[config.mk]
export PLATFORM = sky130hd
export DESIGN_NAME = x86_instruction_field_decoder_top
export DESIGN_NICKNAME = d
export VERILOG_FILES = /design/src/hdl/xifd_pkg.sv /design/src/hdl/xifd_front.sv /design/src/hdl/xifd_fifo.sv /design/src/hdl/x86_instruction_field_decoder_top.sv
export SDC_FILE = /design/constraint.sdc
export NUM_CORES = 1
export LEC_CHECK = 0
export BUFFER_PORTS_ARGS = -buffer_cell sky130_fd_sc_hd__buf_2
export CAP_MARGIN = 20
export CORE_ASPECT_RATIO = 1.5
export CORE_MARGIN = 3
export CORE_UTILIZATION = 57
export CTS_BUF_LIST = sky130_fd_sc_hd__clkbuf_2
export CTS_CLUSTER_DIAMETER = 40
export CTS_CLUSTER_SIZE = 28
export DETAILED_ROUTE_END_ITERATION = 16
export PLACE_DENSITY = 0.9
export SYNTH_ARGS = -nofsm -noshare
export SYNTH_HDL_FRONTEND = slang
export SYNTH_SLANG_ARGS = --single-unit
[constraint.sdc]
create_clock -name clk_i -period 6.64 [get_ports clk_i]
set_clock_uncertainty 0.1 [all_clocks]
set_input_delay 0 -clock clk_i [delete_from_list [all_inputs] [get_ports clk_i]]
set_output_delay 0 -clock clk_i [all_outputs]
set_load 0.02 [all_outputs]
[src/hdl/xifd_pkg.sv]
package xifd_pkg;

  typedef enum logic [2:0] {
    PH_FIRST = 3'd0,
    PH_OPC   = 3'd1,
    PH_MAP2  = 3'd2,
    PH_MAP3  = 3'd3,
    PH_MODRM = 3'd4,
    PH_SIB   = 3'd5,
    PH_DISP  = 3'd6,
    PH_IMM   = 3'd7
  } phase_e;

  typedef enum logic [1:0] {
    ST_OK      = 2'd0,
    ST_BAD_OPC = 2'd1,
    ST_BAD_GRP = 2'd2
  } status_e;

  typedef enum logic [1:0] {
    KIND_NONE  = 2'd0,
    KIND_MODRM = 2'd1,
    KIND_GROUP = 2'd2
  } kind_e;

  localparam logic [7:0] EscByte = 8'h0f;
  localparam logic [7:0] Esc3A   = 8'hae;
  localparam logic [7:0] Esc3B   = 8'hf3;
  localparam logic [7:0] RexMask = 8'hf0;
  localparam logic [7:0] RexVal  = 8'h40;
  localparam logic [7:0] BakeMsk = 8'hf8;

  typedef struct packed {
    logic       hit;
    logic [5:0] id;
    logic [2:0] form;
    kind_e      kind;
    logic [3:0] imm;
  } row_t;

  typedef struct packed {
    logic       hit;
    logic [5:0] id;
    logic [3:0] imm;
  } grow_t;

  // one decoded instruction as handed from the front part to the back part
  typedef struct packed {
    logic        last;
    logic        emit;
    status_e     status;
    logic [3:0]  length;
    logic [4:0]  rex;
    logic [1:0]  opcode_map;
    logic [7:0]  opcode;
    logic [5:0]  mnemonic_id;
    logic [2:0]  operand_form;
    logic [7:0]  modrm;
    logic [7:0]  sib;
    logic [31:0] displacement;
    logic [63:0] immediate;
  } result_t;

  function automatic row_t mk(input logic [5:0] id, input logic [2:0] form, input kind_e k,
                              input logic [3:0] imm);
    row_t r;
    r.hit = 1'b1; r.id = id; r.form = form; r.kind = k; r.imm = imm;
    return r;
  endfunction

  function automatic row_t find_row(input logic [1:0] map, input logic [7:0] b);
    row_t r;
    r = '0;
    case (map)
      2'd0: begin
        case (b)
          8'h01: r = mk(0, 2, KIND_MODRM, 0);
          8'h03: r = mk(0, 3, KIND_MODRM, 0);
          8'h21: r = mk(1, 2, KIND_MODRM, 0);
          8'h23: r = mk(1, 3, KIND_MODRM, 0);
          8'he8: r = mk(2, 0, KIND_NONE, 4);
          8'h38: r = mk(4, 3, KIND_MODRM, 0);
          8'h39: r = mk(5, 3, KIND_MODRM, 0);
          8'h3a: r = mk(4, 2, KIND_MODRM, 0);
          8'h3b: r = mk(5, 2, KIND_MODRM, 0);
          8'hc8: r = mk(6, 0, KIND_NONE, 3);
          8'h69: r = mk(7, 3, KIND_MODRM, 4);
          8'he9: r = mk(8, 0, KIND_NONE, 4);
          8'h8d: r = mk(9, 3, KIND_MODRM, 0);
          8'h89: r = mk(10, 2, KIND_MODRM, 0);
          8'h8b: r = mk(10, 3, KIND_MODRM, 0);
          8'h09: r = mk(11, 2, KIND_MODRM, 0);
          8'h0a: r = mk(11, 3, KIND_MODRM, 0);
          8'h8f: r = mk(12, 4, KIND_MODRM, 0);
          8'h68: r = mk(13, 0, KIND_NONE, 4);
          8'h29: r = mk(14, 2, KIND_MODRM, 0);
          8'h2b: r = mk(14, 3, KIND_MODRM, 0);
          8'h85: r = mk(15, 2, KIND_MODRM, 0);
          8'h87: r = mk(16, 2, KIND_MODRM, 0);
          8'h31: r = mk(17, 2, KIND_MODRM, 0);
          8'h33: r = mk(17, 3, KIND_MODRM, 0);
          8'hcd: r = mk(18, 0, KIND_NONE, 1);
          8'hcc: r = mk(19, 0, KIND_NONE, 0);
          8'h9f: r = mk(20, 0, KIND_NONE, 0);
          8'hc9: r = mk(21, 0, KIND_NONE, 0);
          8'h90: r = mk(22, 0, KIND_NONE, 0);
          8'h9c: r = mk(23, 0, KIND_NONE, 0);
          8'hc3: r = mk(24, 0, KIND_NONE, 0);
          8'hcb: r = mk(25, 0, KIND_NONE, 0);
          8'h9e: r = mk(26, 0, KIND_NONE, 0);
          8'hf9: r = mk(27, 0, KIND_NONE, 0);
          8'hfd: r = mk(28, 0, KIND_NONE, 0);
          8'h80, 8'h81, 8'hc7, 8'hf7, 8'hff: r = mk(0, 0, KIND_GROUP, 0);
          default: begin
            case (b & BakeMsk)
              8'h40: r = mk(3, 1, KIND_MODRM, 0);
              8'hb8: r = mk(10, 1, KIND_NONE, 8);
              8'h58: r = mk(12, 1, KIND_NONE, 0);
              8'h50: r = mk(13, 1, KIND_NONE, 0);
              default: r = '0;
            endcase
          end
        endcase
      end
      2'd1: begin
        case (b)
          8'haf: r = mk(7, 3, KIND_MODRM, 0);
          8'ha2: r = mk(31, 0, KIND_NONE, 0);
          8'h90: r = mk(32, 0, KIND_NONE, 0);
          default: begin
            case (b & BakeMsk)
              8'hc8: r = mk(29, 1, KIND_NONE, 0);
              8'h80: r = mk(30, 0, KIND_NONE, 4);
              default: r = '0;
            endcase
          end
        endcase
      end
      2'd2: begin
        case (b)
          8'hbd: r = mk(33, 3, KIND_MODRM, 0);
          8'hb8: r = mk(34, 3, KIND_MODRM, 0);
          8'he8: r = mk(35, 0, KIND_NONE, 0);
          8'hf0: r = mk(36, 0, KIND_NONE, 0);
          default: r = '0;
        endcase
      end
      default: r = '0;
    endcase
    return r;
  endfunction

  function automatic grow_t gmk(input logic [5:0] id, input logic [3:0] imm);
    grow_t g;
    g.hit = 1'b1; g.id = id; g.imm = imm;
    return g;
  endfunction

  function automatic grow_t find_grow(input logic [7:0] op, input logic [2:0] reg_f);
    grow_t g;
    g = '0;
    case ({op, reg_f})
      {8'h81, 3'd0}: g = gmk(0, 4);
      {8'h81, 3'd4}: g = gmk(1, 4);
      {8'h80, 3'd7}: g = gmk(4, 1);
      {8'h81, 3'd7}: g = gmk(4, 4);
      {8'hff, 3'd2}: g = gmk(2, 0);
      {8'hff, 3'd1}: g = gmk(37, 0);
      {8'hf7, 3'd6}: g = gmk(38, 0);
      {8'hf7, 3'd7}: g = gmk(39, 0);
      {8'hff, 3'd0}: g = gmk(40, 0);
      {8'hff, 3'd4}: g = gmk(8, 0);
      {8'hff, 3'd3}: g = gmk(41, 0);
      {8'hc7, 3'd0}: g = gmk(10, 4);
      {8'hf7, 3'd4}: g = gmk(42, 0);
      {8'hf7, 3'd3}: g = gmk(43, 0);
      {8'hf7, 3'd2}: g = gmk(44, 0);
      {8'h81, 3'd1}: g = gmk(11, 4);
      {8'hff, 3'd6}: g = gmk(13, 0);
      {8'h81, 3'd5}: g = gmk(14, 4);
      {8'hf7, 3'd0}: g = gmk(15, 4);
      {8'h81, 3'd6}: g = gmk(17, 4);
      default: g = '0;
    endcase
    return g;
  endfunction

endpackage

[src/hdl/xifd_front.sv]
module xifd_front (
  input  logic                clk_i,
  input  logic                rst_ni,
  input  logic                valid_i,
  input  logic [7:0]          byte_i,
  output logic                emit_o,
  output xifd_pkg::result_t   res_o
);

  xifd_pkg::phase_e phase_q, phase_d;
  logic [4:0]  rex_q, rex_d;
  logic [7:0]  opc_q, opc_d;
  logic [1:0]  map_q, map_d;
  logic [5:0]  id_q, id_d;
  logic [2:0]  form_q, form_d;
  xifd_pkg::kind_e kind_q, kind_d;
  logic [3:0]  imm_sz_q, imm_sz_d;
  logic [7:0]  modrm_q, modrm_d;
  logic [7:0]  sib_q, sib_d;
  logic [31:0] disp_q, disp_d;
  logic [63:0] imm_q, imm_d;
  logic [2:0]  dsz_q, dsz_d;
  logic [3:0]  left_q, left_d;
  logic [3:0]  cnt_q, cnt_d;
  logic [2:0]  pos_q, pos_d;

  xifd_pkg::row_t  row;
  xifd_pkg::grow_t grow;
  logic [3:0]  cnt_n;
  logic [1:0]  lmap;
  logic        take_opc;
  logic        go_disp, go_imm, emit_ok, emit_err;
  xifd_pkg::status_e err_st;
  logic [7:0]  err_opc;
  logic [7:0]  m_v, s_v;
  logic [3:0]  isz;
  logic [2:0]  dsz;
  logic [31:0] disp_f;
  logic [63:0] imm_f;

  assign cnt_n = cnt_q + 4'd1;

  always_comb begin
    lmap = 2'd0;
    case (phase_q)
      xifd_pkg::PH_MAP2: lmap = 2'd1;
      xifd_pkg::PH_MAP3: lmap = 2'd2;
      default: lmap = 2'd0;
    endcase
  end

  assign row  = xifd_pkg::find_row(lmap, byte_i);
  assign grow = xifd_pkg::find_grow(opc_q, byte_i[5:3]);

  always_comb begin
    phase_d = phase_q; rex_d = rex_q; opc_d = opc_q; map_d = map_q; id_d = id_q;
    form_d = form_q; kind_d = kind_q; imm_sz_d = imm_sz_q; modrm_d = modrm_q;
    sib_d = sib_q; disp_d = disp_q; imm_d = imm_q; dsz_d = dsz_q; left_d = left_q;
    cnt_d = cnt_q; pos_d = pos_q;
    take_opc = 1'b0; go_disp = 1'b0; go_imm = 1'b0; emit_ok = 1'b0; emit_err = 1'b0;
    err_st = xifd_pkg::ST_BAD_OPC; err_opc = byte_i;
    m_v = modrm_q; s_v = sib_q; isz = imm_sz_q; dsz = 3'd0;
    if (valid_i) begin
      cnt_d = cnt_n;
      case (phase_q)
        xifd_pkg::PH_FIRST, xifd_pkg::PH_OPC: begin
          if (phase_q == xifd_pkg::PH_FIRST &&
              (byte_i & xifd_pkg::RexMask) == xifd_pkg::RexVal) begin
            rex_d = {1'b1, byte_i[3:0]};
            phase_d = xifd_pkg::PH_OPC;
          end else if (byte_i == xifd_pkg::EscByte) begin
            map_d = 2'd1;
            phase_d = xifd_pkg::PH_MAP2;
          end else begin
            take_opc = 1'b1;
          end
        end
        xifd_pkg::PH_MAP2: begin
          if (byte_i == xifd_pkg::Esc3A || byte_i == xifd_pkg::Esc3B) begin
            map_d = 2'd2;
            phase_d = xifd_pkg::PH_MAP3;
          end else begin
            take_opc = 1'b1;
          end
        end
        xifd_pkg::PH_MAP3: take_opc = 1'b1;
        xifd_pkg::PH_MODRM: begin
          modrm_d = byte_i;
          m_v = byte_i;
          if (kind_q == xifd_pkg::KIND_GROUP) begin
            if (!grow.hit) begin
              emit_err = 1'b1;
              err_st = xifd_pkg::ST_BAD_GRP;
              err_opc = opc_q;
            end else begin
              id_d = grow.id; form_d = 3'd4; kind_d = xifd_pkg::KIND_MODRM;
              imm_sz_d = grow.imm; isz = grow.imm;
            end
          end
          if (!emit_err) begin
            if (byte_i[7:6] != 2'd3 && byte_i[2:0] == 3'd4) phase_d = xifd_pkg::PH_SIB;
            else go_disp = 1'b1;
          end
        end
        xifd_pkg::PH_SIB: begin
          sib_d = byte_i;
          s_v = byte_i;
          go_disp = 1'b1;
        end
        xifd_pkg::PH_DISP: begin
          disp_d = disp_q | ({24'd0, byte_i} << {pos_q[1:0], 3'd0});
          pos_d = pos_q + 3'd1;
          left_d = left_q - 4'd1;
          if (left_q == 4'd1) go_imm = 1'b1;
        end
        xifd_pkg::PH_IMM: begin
          imm_d = imm_q | ({56'd0, byte_i} << {pos_q, 3'd0});
          pos_d = pos_q + 3'd1;
          left_d = left_q - 4'd1;
          if (left_q == 4'd1) emit_ok = 1'b1;
        end
        default: phase_d = xifd_pkg::PH_FIRST;
      endcase

      if (take_opc) begin
        if (!row.hit) begin
          emit_err = 1'b1;
        end else begin
          opc_d = byte_i; id_d = row.id; form_d = row.form; kind_d = row.kind;
          imm_sz_d = row.imm; isz = row.imm;
          if (row.kind != xifd_pkg::KIND_NONE) phase_d = xifd_pkg::PH_MODRM;
          else go_imm = 1'b1;
        end
      end

      if (isz == 4'd8 && !rex_q[3]) isz = 4'd4;

      if (go_disp) begin
        if (m_v[7:6] == 2'd1) dsz = 3'd1;
        else if (m_v[7:6] == 2'd2) dsz = 3'd4;
        else if (m_v[7:6] == 2'd0 &&
                 (m_v[2:0] == 3'd5 || (m_v[2:0] == 3'd4 && s_v[2:0] == 3'd5))) dsz = 3'd4;
        dsz_d = dsz;
        if (dsz != 3'd0) begin
          phase_d = xifd_pkg::PH_DISP; left_d = {1'b0, dsz}; pos_d = 3'd0;
        end else begin
          go_imm = 1'b1;
        end
      end
      if (go_imm) begin
        if (isz != 4'd0) begin
          phase_d = xifd_pkg::PH_IMM; left_d = isz; pos_d = 3'd0; imm_sz_d = isz;
        end else begin
          emit_ok = 1'b1;
        end
      end
    end
  end

  always_comb begin
    disp_f = (phase_q == xifd_pkg::PH_DISP) ? disp_d : disp_q;
    if (dsz_q == 3'd1 && disp_f[7]) disp_f[31:8] = '1;
    imm_f = imm_d;
    if (imm_sz_d == 4'd4 && imm_f[31]) imm_f[63:32] = '1;
    res_o = '0;
    res_o.status = emit_err ? err_st : xifd_pkg::ST_OK;
    res_o.length = cnt_n;
    res_o.rex = rex_q;
    res_o.opcode_map = map_q;
    if (emit_err) begin
      res_o.opcode = err_opc;
      if (err_st == xifd_pkg::ST_BAD_GRP) res_o.modrm = byte_i;
    end else begin
      res_o.opcode = opc_d;
      res_o.mnemonic_id = id_d;
      res_o.operand_form = form_d;
      res_o.modrm = modrm_d;
      res_o.sib = sib_d;
      res_o.displacement = disp_f;
      res_o.immediate = (phase_q == xifd_pkg::PH_IMM) ? imm_f : 64'd0;
    end
    res_o.last = 1'b1;
    res_o.emit = 1'b1;
    emit_o = valid_i & (emit_ok | emit_err);
  end

  always_ff @(posedge clk_i or negedge rst_ni) begin
    if (!rst_ni) begin
      phase_q <= xifd_pkg::PH_FIRST;
      rex_q <= '0; opc_q <= '0; map_q <= '0; id_q <= '0; form_q <= '0;
      kind_q <= xifd_pkg::KIND_NONE; imm_sz_q <= '0; modrm_q <= '0; sib_q <= '0;
      disp_q <= '0; imm_q <= '0; dsz_q <= '0; left_q <= '0; cnt_q <= '0; pos_q <= '0;
    end else if (emit_o) begin
      phase_q <= xifd_pkg::PH_FIRST;
      rex_q <= '0; opc_q <= '0; map_q <= '0; id_q <= '0; form_q <= '0;
      kind_q <= xifd_pkg::KIND_NONE; imm_sz_q <= '0; modrm_q <= '0; sib_q <= '0;
      disp_q <= '0; imm_q <= '0; dsz_q <= '0; left_q <= '0; cnt_q <= '0; pos_q <= '0;
    end else begin
      phase_q <= phase_d; rex_q <= rex_d; opc_q <= opc_d; map_q <= map_d; id_q <= id_d;
      form_q <= form_d; kind_q <= kind_d; imm_sz_q <= imm_sz_d; modrm_q <= modrm_d;
      sib_q <= sib_d; disp_q <= disp_d; imm_q <= imm_d; dsz_q <= dsz_d;
      left_q <= left_d; cnt_q <= cnt_d; pos_q <= pos_d;
    end
  end

endmodule

[src/hdl/xifd_fifo.sv]
module xifd_fifo #(
  parameter int unsigned Depth = 4
) (
  input  logic              clk_i,
  input  logic              rst_ni,
  input  logic              wr_i,
  input  xifd_pkg::result_t wdata_i,
  input  logic              rd_i,
  output xifd_pkg::result_t rdata_o,
  output logic              empty_o,
  output logic              full_o
);

  localparam int unsigned AW = (Depth > 1) ? $clog2(Depth) : 1;

  xifd_pkg::result_t mem_q [Depth];
  logic [AW-1:0] wp_q, wp_d, rp_q, rp_d;
  logic [AW:0]   cnt_q, cnt_d;

  assign empty_o = (cnt_q == '0);
  assign full_o  = (cnt_q == (AW+1)'(Depth));
  assign rdata_o = mem_q[rp_q];

  always_comb begin
    wp_d = wp_q; rp_d = rp_q; cnt_d = cnt_q;
    if (wr_i) wp_d = (wp_q == AW'(Depth - 1)) ? '0 : wp_q + 1'b1;
    if (rd_i) rp_d = (rp_q == AW'(Depth - 1)) ? '0 : rp_q + 1'b1;
    if (wr_i && !rd_i) cnt_d = cnt_q + 1'b1;
    else if (rd_i && !wr_i) cnt_d = cnt_q - 1'b1;
  end

  always_ff @(posedge clk_i) begin
    if (wr_i) mem_q[wp_q] <= wdata_i;
  end

  always_ff @(posedge clk_i or negedge rst_ni) begin
    if (!rst_ni) begin
      wp_q <= '0; rp_q <= '0; cnt_q <= '0;
    end else begin
      wp_q <= wp_d; rp_q <= rp_d; cnt_q <= cnt_d;
    end
  end

endmodule

[src/hdl/x86_instruction_field_decoder_top.sv]
// a result is registered into the queue when the last byte of its instruction is accepted
// throughput: one code byte per cycle while the queue is not full, set by the single-byte capture in the front part
// results wait in a small queue; push stalls (full) only when that queue is full
// reset: asynchronous active low, empties the queue and restarts at the first byte
module x86_instruction_field_decoder_top #(
  parameter int unsigned QDepth = 4
) (
  input  logic        clk_i,
  input  logic        rst_ni,
  input  logic        push,
  output logic        full,
  input  logic [7:0]  code_byte_i,
  output logic        empty,
  input  logic        pop,
  output logic [1:0]  status_o,
  output logic [3:0]  length_o,
  output logic [4:0]  rex_o,
  output logic [1:0]  opcode_map_o,
  output logic [7:0]  opcode_o,
  output logic [5:0]  mnemonic_id_o,
  output logic [2:0]  operand_form_o,
  output logic [7:0]  modrm_o,
  output logic [7:0]  sib_o,
  output logic signed [31:0] displacement_o,
  output logic signed [63:0] immediate_o
);

  logic              acc, emit, q_full, rd;
  xifd_pkg::result_t fres, qres;

  assign acc  = push & ~q_full;
  assign full = q_full;
  assign rd   = pop & ~empty;

  xifd_front u_front (
    .clk_i, .rst_ni, .valid_i(acc), .byte_i(code_byte_i), .emit_o(emit), .res_o(fres)
  );

  xifd_fifo #(.Depth(QDepth)) u_fifo (
    .clk_i, .rst_ni, .wr_i(emit), .wdata_i(fres), .rd_i(rd), .rdata_o(qres),
    .empty_o(empty), .full_o(q_full)
  );

  assign status_o       = qres.status;
  assign length_o       = qres.length;
  assign rex_o          = qres.rex;
  assign opcode_map_o   = qres.opcode_map;
  assign opcode_o       = qres.opcode;
  assign mnemonic_id_o  = qres.mnemonic_id;
  assign operand_form_o = qres.operand_form;
  assign modrm_o        = qres.modrm;
  assign sib_o          = qres.sib;
  assign displacement_o = qres.displacement;
  assign immediate_o    = qres.immediate;

  a_emit_only_on_accept: assert property (@(posedge clk_i) disable iff (!rst_ni)
    emit |-> acc) else $error("result without byte");
  a_no_write_when_full: assert property (@(posedge clk_i) disable iff (!rst_ni)
    q_full |-> !emit) else $error("queue overflow");
  a_status_range: assert property (@(posedge clk_i) disable iff (!rst_ni)
    !empty |-> (status_o != 2'd3)) else $error("bad status");

endmodule
Yosys cells after proc, flatten, opt, wreduce, memory -nomap -nowiden
Memory sizes are Yosys's and may differ from the RTL's.
Index checks and enable logic that the tools add are counted.
{"block": "totals", "word_cells": 335, "ramBits": 568, "mem_count": 1, "output_inout_bits": 144, "reg_bits": 166, "input_bits": 12}
{"block": "op_classes", "n_mux": 161, "addsub": 7, "n_eq_ne": 104, "shift": 2, "bitwise_logic": 8, "n_reduce_logical": 33}
{"memory": "u_fifo.mem_q", "words": 4, "width": 142, "read_ports": 1, "rd_clocked_by_memory_dff": 0, "wr": 1, "line": "xifd_fifo.sv:16", "rtl": "xifd_pkg::result_t mem_q [Depth];"}
{"operator": "16-bit one-hot mux with 37 select lines", "count": 1}
{"operator": "8-bit == test (second input constant)", "count": 32}
{"operator": "64-bit two-way mux", "count": 4}
{"operator": "11-bit == test (second input constant)", "count": 20}
{"operator": "11-bit one-hot mux with 20 select lines", "count": 1}
{"operator": "32-bit two-way mux", "count": 5}
{"operator": "8-bit two-way mux", "count": 18}
{"operator": "16-bit one-hot mux with 4 select lines", "count": 2}
{"operator": "3-bit two-way mux", "count": 39}
{"operator": "104-bit two-way mux", "count": 1}
{"operator": "16-bit one-hot mux with 3 select lines", "count": 2}
{"operator": "4-bit two-way mux", "count": 21}
{"operator": "8-bit by 6-bit == test with 1-bit output (second input constant)", "count": 10}
{"operator": "64-bit OR", "count": 1}
{"operator": "8-bit by 6-bit left shift with 64-bit output", "count": 1}
{"operator": "6-bit two-way mux", "count": 7}
{"operator": "2-bit two-way mux", "count": 19}
{"operator": "32-bit OR", "count": 1}
{"operator": "16-bit one-hot mux with 2 select lines", "count": 1}
{"operator": "8-bit by 5-bit left shift with 32-bit output", "count": 1}
{"operator": "1-bit two-way mux", "count": 29}
{"operator": "3-bit == test (second input constant)", "count": 9}
{"operator": "8-bit by 4-bit == test with 1-bit output (second input constant)", "count": 3}
{"operator": "24-bit two-way mux", "count": 1}
{"operator": "other kinds (42)", "count": 86}

Longest topological paths before layout
Gate-level depths: netlist (run 1).
{"block": "depth", "ltp_word": 25, "mapped_depth": 21, "depth_no_buf": 15}

By module
From an unflattened synthesis (run 1), not the netlist that was laid out.
{"block": "unflattened", "cells_unflattened": 1973, "area_unflattened_um2": 30565.6}
{"module": "xifd_fifo", "seq_area_each_um2": 17471.8, "cells_per_inst": 789, "n_inst": 1, "area_per_inst_um2": 21184.1}
{"module": "xifd_front", "seq_area_each_um2": 3953.8, "cells_per_inst": 1182, "n_inst": 1, "area_per_inst_um2": 9354.0}
{"module": "x86_instruction_field_decoder_top", "seq_area_each_um2": 0.0, "cells_per_inst": 2, "n_inst": 1, "area_per_inst_um2": 27.5}

Worst setup path before layout (run 1)
OpenSTA, ideal clock, no wires.
{"block": "synth_timing", "path_type": "register -> register", "startpoint": "reg u_front.opc_q[6]", "endpoint": "mem u_fifo.mem_q[0][0] in the netlist's numbering, enable pin", "arrival_ns": 5.949, "t_required_ns": 6.021, "path_slack_ns": 0.072, "setup_ns": 0.519, "period_less_slack_ns": 6.568, "path_stages_with_launch": 12, "n_path_buf": 2, "path_cell_list": "dfrtp_1 > nor4b_1 > nand2_1 > o31ai_1 > nor3_2 > a21o_1 > buf_2 > mux2i_1 > a32oi_2 > o31ai_2 > clkbuf_1 > and3_1"}
{"block": "synth_between", "elab_chain_len": 20, "elab_cells_between_ends": 52, "classes_between": "eq/ne: 21; mux: 27; bitwise: 2; reduce/logical: 2"}
{"element": "start: declaration", "line": "xifd_front.sv:12", "rtl": "logic [7:0] opc_q, opc_d;"}
{"element": "start signal: assignment", "line": "xifd_front.sv:199", "rtl": "phase_q <= phase_d; rex_q <= rex_d; opc_q <= opc_d; map_q <= map_d; id_q <= id_d;"}
{"element": "11-bit == test", "line": "xifd_pkg.sv:162", "rtl": "case ({op, reg_f})"}
{"element": "11-bit one-hot mux with 20 select lines *", "line": "xifd_pkg.sv:162"}
{"element": "4-bit two-way mux", "line": "xifd_front.sv:91", "rtl": "if (!grow.hit) begin"}
{"element": "4-bit two-way mux", "line": "xifd_front.sv:90", "rtl": "if (kind_q == xifd_pkg::KIND_GROUP) begin"}
{"element": "4-bit two-way mux", "line": "xifd_front.sv:65", "rtl": "case (phase_q)"}
{"element": "4-bit two-way mux", "line": "xifd_front.sv:126", "rtl": "if (!row.hit) begin"}
{"element": "4-bit two-way mux", "line": "xifd_front.sv:125", "rtl": "if (take_opc) begin"}
{"element": "4-bit two-way mux", "line": "xifd_front.sv:63", "rtl": "if (valid_i) begin"}
{"element": "[... 4 more ...]"}
{"element": "4-bit nonzero test", "line": "xifd_front.sv:151", "rtl": "if (isz != 4'd0) begin"}
{"element": "1-bit two-way mux", "line": "xifd_front.sv:151"}
{"element": "1-bit two-way mux", "line": "xifd_front.sv:150", "rtl": "if (go_imm) begin"}
{"element": "1-bit two-way mux", "line": "xifd_front.sv:63"}
{"element": "1-bit OR *", "line": "xifd_front.sv:184", "rtl": "emit_o = valid_i & (emit_ok | emit_err);"}
{"element": "1-bit AND *", "line": "xifd_front.sv:184"}
{"element": "1-bit two-way mux *", "line": "xifd_fifo.sv:33", "rtl": "if (wr_i) mem_q[wp_q] <= wdata_i;"}
{"element": "1-bit two-way mux (not written as such) *", "line": "xifd_fifo.sv:33"}
{"element": "end: declaration", "line": "xifd_fifo.sv:16"}
Mark *: on every way between the ends. The rest lies on a longest branch, timed or not. The select of a mux whose other input is x is not followed.

Worst setup path after layout (run 1)
{"block": "layout_timing", "startpoint": "in code_byte_i[1]", "endpoint": "mem u_fifo.mem_q[0][141] in the netlist's numbering, enable pin"}
{"block": "layout_between", "elab_chain_len": 21, "elab_cells_between_ends": 107, "classes_between": "eq/ne: 54; mux: 41; bitwise: 2; reduce/logical: 10"}
{"element": "start: declaration", "line": "x86_instruction_field_decoder_top.sv:12", "rtl": "input logic [7:0] code_byte_i,"}
{"element": "parallel branches: the longest is 17 deep, another holds 16-bit one-hot mux with 37 select lines"}
{"element": "1-bit OR *", "line": "xifd_front.sv:184"}
{"element": "1-bit AND *", "line": "xifd_front.sv:184"}
{"element": "1-bit two-way mux *", "line": "xifd_fifo.sv:33"}
{"element": "1-bit two-way mux (not written as such) *", "line": "xifd_fifo.sv:33"}
Mark *: on every way between the ends. The select of a mux whose other input is x is not followed.

==> run_results.csv, run 1 <==
group,metric,value,unit
yosys,yosysWarningCount,0,
worst_setup_path,criticalPathCategory,"primary input to register",
worst_setup_path,critPathMaxFanout,50,
sta,slew_headroom,24.1,%
worst_setup_path,critPathRequiredTime,7.23,ns
final_layout,final_cell_mix,"edfxtp_1, nor2_1, dfrtp_1",
worst_setup_path,end_kind,"register",
sta,worst_slack,1.25,ns
global_route,grt_pass1_vias,18500,
worst_hold_path,hold_depth,4,
final_layout,layout_commonest_cell,"edfxtp_1",
worst_setup_path,r2r-start,"u_front.opc_q[3]",
floorplan,coreArea,0.0527,mm^2
worst_setup_path,crit_end,"u_fifo.mem_q[0][141]",
clock_tree,cts_root_buf,"clkbuf_2",
worst_setup_path,cp-start-kind,"primary input",
clock_tree,cts_tree,"done",
clock_tree,htreeDepth,2,
clock_tree,path_clk_slew,0.43,ns
sta,hold_viol_final,0,
worst_setup_path,reg2reg_slack,1.45,ns
drt,via_per_inst,6.64,
global_route,grt_max_degree,143,
clock_tree,post_cts_resized,0,
clock_tree,clock_sinks,733,
outcome,outcome,"finished clean",
sta,rsz0062_at_grt,"false",
place,numPortBuffers,155,
clock_tree,insertion_delay,1.19,ns
sta,final-setup-viol-count,0,
yosys,synth_top_area_share,56.1,%
drt,drc,0,
yosys,synth_cell_types,86,
power_and_ir_drop,ir_worst_vdd,0.000342,V
floorplan,die-area,0.0562,mm^2
final_layout,drive_gt1_share,22.3,%
yosys,ys.flop_type,"edfxtp_1",
drt,wire_per_inst,27.5,um
final_layout,fin_nets,2104,
place,post-place-ws,1.23,ns
final_layout,area_growth_syn_to_layout,8.64,%
worst_setup_path,worstReg2RegEnd,"u_fifo.mem_q[0][141]",
yosys,yosysTopAreaCell,"edfxtp_1",
global_route,grt_pass1_wl,116000,um
drt,wl,77200,um
place,dp_hpwl,49700,um
worst_hold_path,hold_class,"primary input to register",
place,place.gp.congestion,0.946,
drt,firstDrtPassIters,6,
flow_run,cap_viol_max_count,0,
power_and_ir_drop,p_per_area,396,mW/mm^2
yosys,synth_area,0.0304,mm^2
yosys,ys_seq_elements,733,
yosys,async_flop_share,22.5,%
yosys,syn-num-nets,1977,
worst_setup_path,crit_family,"buffers and inverters",
floorplan,initial_core_util,57.6,%
worst_setup_path,critical_path_buf_inv_count,7,
yosys,avgSynthCellArea,15.5,um^2
worst_setup_path,cp_common_cell,"buf_4",
worst_setup_path,setup.worst_path.start,"code_byte_i[1]",
yosys,synth_cells,1954,
floorplan,die_y,289,um
clock_tree,cts_buffers,51,
worst_setup_path,slowest_stage,"dlygate4sd3_1",
final_layout,fill_cells,3598,
floorplan,die_width,194,um
global_route,grt_overflow_total,0,
sta,fmax,0.186,GHz
yosys,synth-edff-count,568,
drt,vias,18700,
sta,fin_tns_setup,0,ns
drt,antenna_left,0,
power_and_ir_drop,p_leak,12.0,nW
global_route,track_usage,27.2,%
worst_setup_path,r2r_cells,12,
sta,slew_violations,0,
worst_setup_path,cp.arrival,5.98,ns
sta,period_share,81.2,%
clock_tree,clockBufferDepth,3,
worst_setup_path,path_depth,16,
worst_setup_path,cpPeakStageDelay,0.84,ns
yosys,yosys-top-cells-area,"edfxtp_1, dfrtp_1, mux4_2, nor2_1, a31oi_1",
sta,period_needed,5.39,ns
floorplan,ios,156,
drt,drtIter0Drc,2135,
floorplan,rows,103,
yosys,yosysSeqAreaShare,69.7,%
global_route,antenna_found_initial,2,
worst_setup_path,path_cells,"dlygate4sd3_1 -> buf_2 -> dlygate4sd3_1 -> buf_4 -> or4b_1 -> o32ai_1 -> a31oi_1 -> nand3_2 -> o21ai_4 -> nand2_1 -> a32oi_2 -> o31ai_2 -> buf_4 -> buf_4 -> and3_4 -> buf_4",
sta,tightestPinTransition,1.13,ns
-- cell type report --
cell class / instances / area (um^2) / share of cell area [%]
diodes: 2 / 5.00 / 0.0152
clock buffers: 55 / 275 / 0.834
clock inverters: 40 / 638 / 1.93
inverters: 21 / 78.8 / 0.239
multi-input cells: 1052 / 8480 / 25.7
flip-flops and latches: 733 / 21200 / 64.2
well taps: 682 / 853 / 2.59
repair buffers: 222 / 1480 / 4.48
-- cell families (layout without fill, tap and decap cells) --
kind of cell,Yosys count,in the layout,share of synthesized area (%)
multiplexers,168,168,11.4
XOR/XNOR,10,10,0.288
buffers and inverters,169,338,2.54
other,0,2,0
AND/OR/NAND/NOR,505,505,7.86
flip-flops,733,733,69.7
AO/OA/AOI/OAI,358,358,7.69
adder cells (fa/ha/maj),11,11,0.478
-- flip-flops by register name, indices dropped and copies added (netlist names), 5 cells and up --
register and flops:
u_fifo.mem_q 568, u_front.disp_q 32, u_front.id_q 6, u_front.imm_q 64, u_front.modrm_q 8, u_front.opc_q 8, u_front.rex_q 5, u_front.sib_q 8
-- cell usage after synthesis (6+ instances only) --
| cell type | number |
|---|---|
| edfxtp_1 | 568 |
| nor2_1 | 233 |
| dfrtp_1 | 165 |
| mux4_2 | 142 |
| a31oi_1 | 109 |
| nand2_1 | 94 |
| clkbuf_1 | 82 |
| o21ai_0 | 74 |
| a21oi_1 | 64 |
| nor3_1 | 29 |
| buf_1 | 27 |
| buf_2 | 23 |
| inv_1 | 21 |
| nand2b_1 | 21 |
| nand3_1 | 21 |
| mux2i_1 | 20 |
| nor2b_1 | 18 |
| o22ai_1 | 15 |
| buf_6 | 13 |
| o31ai_1 | 11 |
| and3_1 | 10 |
| ha_1 | 10 |
| or3_1 | 10 |
| a21o_1 | 8 |
| and2_1 | 8 |
| nand4_1 | 8 |
| a32oi_1 | 6 |
| mux2_2 | 6 |
| nor3b_1 | 6 |
| nor4_1 | 6 |
| o21a_1 | 6 |
| o32ai_1 | 6 |
| xnor2_1 | 6 |
-- power breakdown --
part / internal (mW) / switching, mW
clock network: 0.605 / 1.59
logic: 1.69 / 3.00
registers: 5.79 / 0.403
total: 8.09 / 4.99
-- per-stage QoR --
| step | area, um^2 | utilization (%) | hold WS (ns) | instances | total power, mW |
|---|---|---|---|---|---|
| final | 33000 | 62.6 | 0.113 | 2807 | 13.1 |
| after global routing | 33000 | 62.6 | 0.0165 | 2806 | 13.6 |
| after CTS | 33000 | 62.6 | 0.00927 | 2803 | 13.1 |
| after detailed placement | 31700 | 60.2 | 0.0608 | 2678 | 11.0 |
| after global placement | 31700 | 60.2 | 0.0406 | 2678 | 10.8 |
| after floorplan | 30400 | - | -0.396 | 1954 | 9.42 |
-- worst min path at each step --
stage                                     to            from  slack, ns
final                     u_front.disp_q[31]  code_byte_i[7]       0.11
after global routing      u_front.disp_q[23]  code_byte_i[7]       0.02
after CTS                   u_front.imm_q[4]  code_byte_i[4]      0.009
after detailed placement  u_front.modrm_q[1]          rst_ni       0.06
after global placement    u_front.modrm_q[4]          rst_ni       0.04
after floorplan              u_fifo.cnt_q[0]          rst_ni      -0.40
-- timing repair --
| action | 4_1_cts | 5_1_grt |
|---|---|---|
| setup buffers | 0 | 0 |
| hold buffers | 30 | 1 |
| hold endpoints to repair | 940 | 4 |
-- per-layer routing --
layer | global-route usage [%] | wire length [um] | share of wire [%] | vias up
met5 | 0 | 0 | 0 | -
met4 | 13.5 | 4180 | 5.4 | 0
met3 | 3.51 | 5490 | 7.1 | 218
met2 | 47.0 | 40200 | 52 | 1103
met1 | 34.5 | 27400 | 35 | 9467
li1 | - | - | - | 7862
-- worst reg2reg max path: stages, from the launching register on --
cell     delay (ns)
dfrtp_1        0.77
nor4b_2        0.16
nand2_1        0.16
nor3_1         0.09
nor3_1         0.54
a21o_1         0.42
mux2i_1        0.27
a32oi_2        0.21
o31ai_2        0.28
buf_4          0.22
buf_4          0.21
and3_4         0.75
buf_4          0.50
(Power assumes the default switching activity.)
==> run 2, diff against run 1 <==
clock period = 4.9 ns   (was 6.64 ns; I/O delays follow)
==> run_results.csv, run 2 (synthesis results as in run 1) <==
group,metric,value,unit
drt,via_per_inst,6.66,
sta,period_share,98.7,%
clock_tree,clock_sinks,733,
global_route,grt_pass1_wl,123000,um
power_and_ir_drop,ir_worst_vdd,0.000472,V
clock_tree,insertion_delay,1.22,ns
clock_tree,cts_tree,"done",
final_layout,final_cell_mix,"edfxtp_1, nor2_1, dfrtp_1",
place,place.gp.congestion,0.977,
final_layout,layout_commonest_cell,"edfxtp_1",
global_route,gr-max-usage-layer,"met2",
place,numPortBuffers,155,
drt,antenna_left,0,
worst_setup_path,end_kind,"register",
global_route,antenna_found_initial,2,
power_and_ir_drop,p_per_area,536,mW/mm^2
global_route,grt_pass1_vias,19600,
drt,wl,81500,um
final_layout,fill_cells,3587,
final_layout,utilization,63.6,%
final_layout,drive_gt1_share,23.9,%
worst_setup_path,critPathRequiredTime,5.89,ns
floorplan,ios,156,
floorplan,rows,103,
clock_tree,path_clk_slew,0.30,ns
sta,slew_violations,0,
global_route,grt_max_degree,161,
sta,rsz0062_at_grt,"false",
global_route,grt_overflow_total,0,
floorplan,coreArea,0.0527,mm^2
sta,tightestPinTransition,1.07,ns
worst_setup_path,path_cells,"dlygate4sd3_1 -> buf_2 -> dlygate4sd3_1 -> buf_4 -> or4b_1 -> o32ai_1 -> a31oi_1 -> nand4_1 -> o311a_1 -> a21oi_1 -> nor2_1 -> o31ai_2 -> and2_4 -> buf_12 -> a21oi_1 -> dlygate4sd3_1",
global_route,track_usage,29.0,%
flow_run,cap_viol_max_count,0,
global_route,met1_usage,35.7,%
sta,hold_viol_final,0,
floorplan,initial_core_util,57.6,%
place,dp_hpwl,53300,um
worst_setup_path,critPathMaxFanout,137,
worst_setup_path,cp_common_cell,"dlygate4sd3_1",
drt,drc,0,
drt,wire_per_inst,28.5,um
floorplan,die-area,0.0562,mm^2
final_layout,reg_top3,"u_fifo.mem_q: 568 flops, u_front.imm_q: 64 flops, u_front.disp_q: 32 flops",
sta,holdWs,0.159,ns
final_layout,largest_reg_flops,568,
global_route,grtUsageMet2,51.3,%
final_layout,layout.cells.non_filler,2857,
final_layout,fin_nets,2153,
outcome,outcome,"finished clean",
sta,period_needed,4.84,ns
worst_hold_path,hold_class,"primary input to register",
worst_setup_path,cp.arrival,5.82,ns
worst_setup_path,criticalPathCategory,"primary input to register",
drt,drtIter0Drc,1874,
sta,worst_slack,0.0642,ns
worst_setup_path,slowest_stage,"dlygate4sd3_1",
clock_tree,cts_root_buf,"clkbuf_2",
clock_tree,cts_buffers,54,
final_layout,area_growth_syn_to_layout,10.3,%
power_and_ir_drop,p_leak,12.3,nW
sta,fin_tns_setup,0,ns
sta,final-setup-viol-count,0,
global_route,met3_usage,3.91,%
drt,firstDrtPassIters,6,
sta,fmax,0.207,GHz
place,post-place-ws,0.535,ns
final_layout,top_register,"u_fifo.mem_q",
clock_tree,htreeDepth,2,
worst_setup_path,cp-start-kind,"primary input",
floorplan,die_y,289,um
clock_tree,clockBufferDepth,3,
drt,vias,19000,
sta,slew_headroom,28.3,%
place,dp.cells,2722,
floorplan,die_width,194,um
worst_setup_path,cpPeakStageDelay,0.86,ns
clock_tree,post_cts_resized,0,
==> run 2: cell types whose count changed in the layout (fill, tap and decap cells not counted), moves of 3 or more <==
cell	previous run	this run
buf_12	8	18
buf_4	28	61
bufinv_16	5	2
clkbuf_2	55	58
dlygate4sd3_1	30	34
inv_12	3	6
inv_6	2	5
==> run 2: path summary, 6_finish.rpt <==
kind	startpoint	end	slack [ns]	cells past startpoint
max in group asynchronous	rst_ni	u_fifo.rp_q[1]	3.05	5
worst min register to register	u_front.disp_q[21]	u_front.disp_q[21]	0.43	2
worst min-delay path	code_byte_i[6]	u_front.form_q[0]	0.16	6
min in group asynchronous	rst_ni	u_front.sib_q[5]	0.20	4
worst max register to register	u_front.opc_q[3]	u_front.modrm_q[7]	0.38	12
worst max-delay path	code_byte_i[7]	u_front.modrm_q[7]	0.06	16
==> run 2: stage by stage <==
stage / instance area (um^2) / power [mW]
after detailed placement: 32200 / 15.0
final: 33500 / 18.0
after global routing: 33500 / 18.7
after floorplan: 30400 / 12.7
after global placement: 32200 / 14.8
after CTS: 33500 / 18.0
==> run 2: what timing repair did <==
action / CTS / global route
setup buffers: 0 / 0
hold buffers: 34 / 0
hold endpoints to repair: 1422 / 0
==> run 2: final cells by class <==
type,instances,area (um^2),area share [%]
Sequential cell,733,21200,63.3
Multi-Input combinational cell,1052,8480,25.3
Timing Repair Buffer,268,1940,5.79
Tap cell,682,853,2.55
Clock inverter,42,663,1.98
Clock buffer,58,290,0.867
Inverter,21,78.8,0.235
Antenna cell,1,2.50,0.00747
==> run 2: layer usage <==
metal	routed length [um]	share of wire (%)
met5	0	0
met4	4340	5.3
met3	5850	7.2
met2	42900	53
met1	28400	35
==> run 2: power breakdown <==
part / internal, mW / leakage (nW) / switching (mW) / total, mW
Combinational: 2.40 / 4.12 / 4.12 / 6.52
Sequential: 7.83 / 7.62 / 0.587 / 8.42
Clock: 0.741 / 0.541 / 2.28 / 3.03
Total: 11.0 / 12.3 / 6.99 / 18.0
==> run 2: critical path, delay by kind of cell <==
kind | cells | cell delay, ns
buffers and inverters | 6 | 3.03
AND/OR/NAND/NOR | 4 | 0.97
AO/OA/AOI/OAI | 6 | 1.57
==> run 3, diff against run 2 <==
PLACE_DENSITY = 0.85   (was 0.9)
==> run_results.csv, run 3 (synthesis results as in run 1) <==
group,metric,value,unit
drt,vias,18700,
drt,wire_per_inst,28.0,um
final_layout,largest_reg_flops,568,
floorplan,coreArea,0.0527,mm^2
place,post-place-ws,0.622,ns
flow_run,cap_viol_max_count,0,
power_and_ir_drop,switching_share,38.3,%
global_route,grt_max_degree,138,
place,dp.cells,2718,
power_and_ir_drop,p_leak,12.2,nW
worst_setup_path,r2r_cells,10,
drt,wl,79600,um
sta,hold_viol_final,0,
clock_tree,clock_sinks,733,
clock_tree,cts_tree,"done",
sta,holdWs,0.137,ns
power_and_ir_drop,p_int,10.9,mW
worst_setup_path,worstReg2RegEnd,"u_front.opc_q[6]",
worst_setup_path,critPathMaxFanout,16,
final_layout,layout.cells.non_filler,2840,
global_route,met1_usage,35.6,%
worst_setup_path,reg2reg_slack,0.39,ns
place,place.gp.congestion,0.933,
clock_tree,cts_setup_buffers,0,
global_route,grt_pass1_wl,120000,um
place,numPortBuffers,155,
clock_tree,htreeDepth,2,
final_layout,layout_commonest_cell,"edfxtp_1",
global_route,antenna_found_initial,2,
drt,antenna_left,0,
power_and_ir_drop,seq_power_share,47.0,%
worst_setup_path,crit_end,"u_fifo.cnt_q[2]",
global_route,track_usage,28.2,%
final_layout,top_register,"u_fifo.mem_q",
clock_tree,cts_root_buf,"clkbuf_2",
drt,via_per_inst,6.58,
final_layout,final_cell_mix,"edfxtp_1, nor2_1, dfrtp_1",
floorplan,rows,103,
worst_hold_path,hold_class,"primary input to register",
worst_setup_path,setup.worst_path.start,"code_byte_i[2]",
drt,drtIter0Drc,2180,
power_and_ir_drop,ir_worst_vdd,0.000539,V
clock_tree,cts_buffers,49,
global_route,grtUsageMet2,49.0,%
power_and_ir_drop,p_per_area,531,mW/mm^2
sta,worst_slack,0.237,ns
worst_setup_path,critPathRequiredTime,5.85,ns
clock_tree,path_clk_slew,0.36,ns
final_layout,drive_gt1_share,23.6,%
power_and_ir_drop,switchingPower,6.78,mW
sta,tightestPinTransition,1.01,ns
floorplan,die_width,194,um
worst_setup_path,r2r-start,"u_front.phase_q[2]",
global_route,grt_overflow_total,0,
power_and_ir_drop,clock_power_share,16.0,%
global_route,grt_pass1_vias,19100,
final_layout,fin_nets,2140,
sta,rsz0062_at_grt,"false",
sta,period_needed,4.66,ns
drt,firstDrtPassIters,6,
final_layout,area_growth_syn_to_layout,9.81,%
outcome,outcome,"finished clean",
sta,final-setup-viol-count,0,
worst_setup_path,cp.arrival,5.61,ns
worst_setup_path,criticalPathCategory,"primary input to register",
global_route,met3_usage,3.27,%
floorplan,die-area,0.0562,mm^2
clock_tree,insertion_delay,1.22,ns
drt,drc,0,
sta,period_share,95.2,%
floorplan,ios,156,
sta,slew_headroom,32.7,%
place,dp_hpwl,50600,um
worst_setup_path,end_kind,"register",
clock_tree,clockBufferDepth,3,
floorplan,initial_core_util,57.6,%
power_and_ir_drop,comb_power_share,37.1,%
sta,slew_violations,0,
worst_setup_path,cp-start-kind,"primary input",
final_layout,reg_top3,"u_fifo.mem_q: 568 flops, u_front.imm_q: 64 flops, u_front.disp_q: 32 flops",
global_route,gr-max-usage-layer,"met2",
floorplan,die_y,289,um
sta,fmax,0.214,GHz
-- run 3: changes by cell type in the layout (fill, tap and decap cells not counted), moves of 3 or more --
| cell | change |
|---|---|
| inv_12 | -3 |
| clkbuf_2 | -9 |
| inv_6 | +3 |
| clkinv_8 | -3 |
| buf_4 | -3 |
| inv_16 | -4 |
| dlygate4sd3_1 | -7 |
-- run 3: layout make-up --
| cell class | instances | area (um^2) |
|---|---|---|
| well taps | 682 | 853 |
| inverters | 21 | 78.8 |
| flip-flops and latches | 733 | 21200 |
| clock buffers | 49 | 245 |
| multi-input cells | 1052 | 8480 |
| diodes | 1 | 2.50 |
| repair buffers | 260 | 1910 |
| clock inverters | 42 | 596 |
| fillers | 3591 | 19300 |
-- run 3: worst min path at each step --
| stage | start | depth (start not counted) | to |
|---|---|---|---|
| 6_report | code_byte_i[1] | 5 | u_front.map_q[1] |
| 5_1_grt | code_byte_i[1] | 5 | u_front.map_q[1] |
| 4_1_cts | code_byte_i[1] | 5 | u_front.map_q[1] |
| 3_5_place_dp | rst_ni | 1 | u_front.imm_q[50] |
| 3_3_place_gp | rst_ni | 1 | u_front.imm_q[54] |
| 2_1_floorplan | rst_ni | 0 | u_fifo.cnt_q[0] |
-- run 3: timing repair --
action	CTS	global route
endpoints found under the hold margin	1415	0
endpoints found under the setup margin	0	504
resized for setup	0	7
hold buffers	31	0
-- run 3: metal layers --
metal / vias up / wire, um
li1: 7926 / -
met1: 9536 / 28000
met2: 1022 / 41700
met3: 212 / 5290
met4: 0 / 4660
met5: - / 0
-- run 3: worst max-delay path, stage by stage --
cell and delay, ns:
dlygate4sd3_1 0.52, dlygate4sd3_1 0.53, buf_2 0.34, dlymetal6s4s_1 0.59, buf_4 0.35, nor4_1 0.10
and2_1 0.24, a211o_1 0.29, or4_4 0.60, o21ai_4 0.20, a32oi_2 0.15, o31ai_2 0.32
and2_4 0.26, ha_1 0.20, inv_1 0.06, fa_1 0.37, xor2_1 0.17, nor2_1 0.12
xor2_1 0.18
-- run 3: stage by stage --
step / TNS (ns) / cell area, um^2 / power, mW / util [%]
3_3_place_gp: 0 / 32200 / 14.8 / 61.0
4_1_cts: 0 / 33300 / 17.8 / 63.2
2_1_floorplan: -27.46 / 30400 / 12.7 / -
3_5_place_dp: 0 / 32200 / 15.0 / 61.0
5_1_grt: 0 / 33400 / 18.4 / 63.3
6_report: 0 / 33400 / 17.7 / 63.3
-- run 3: power by group through the flow --
stage	logic, mW	clock network (mW)	registers [mW]
2_1_floorplan	4.52	0	8.19
5_1_grt	6.98	3.08	8.39
3_5_place_dp	6.52	0	8.43
3_3_place_gp	6.44	0	8.36
6_report	6.56	2.83	8.31
4_1_cts	6.59	2.88	8.30
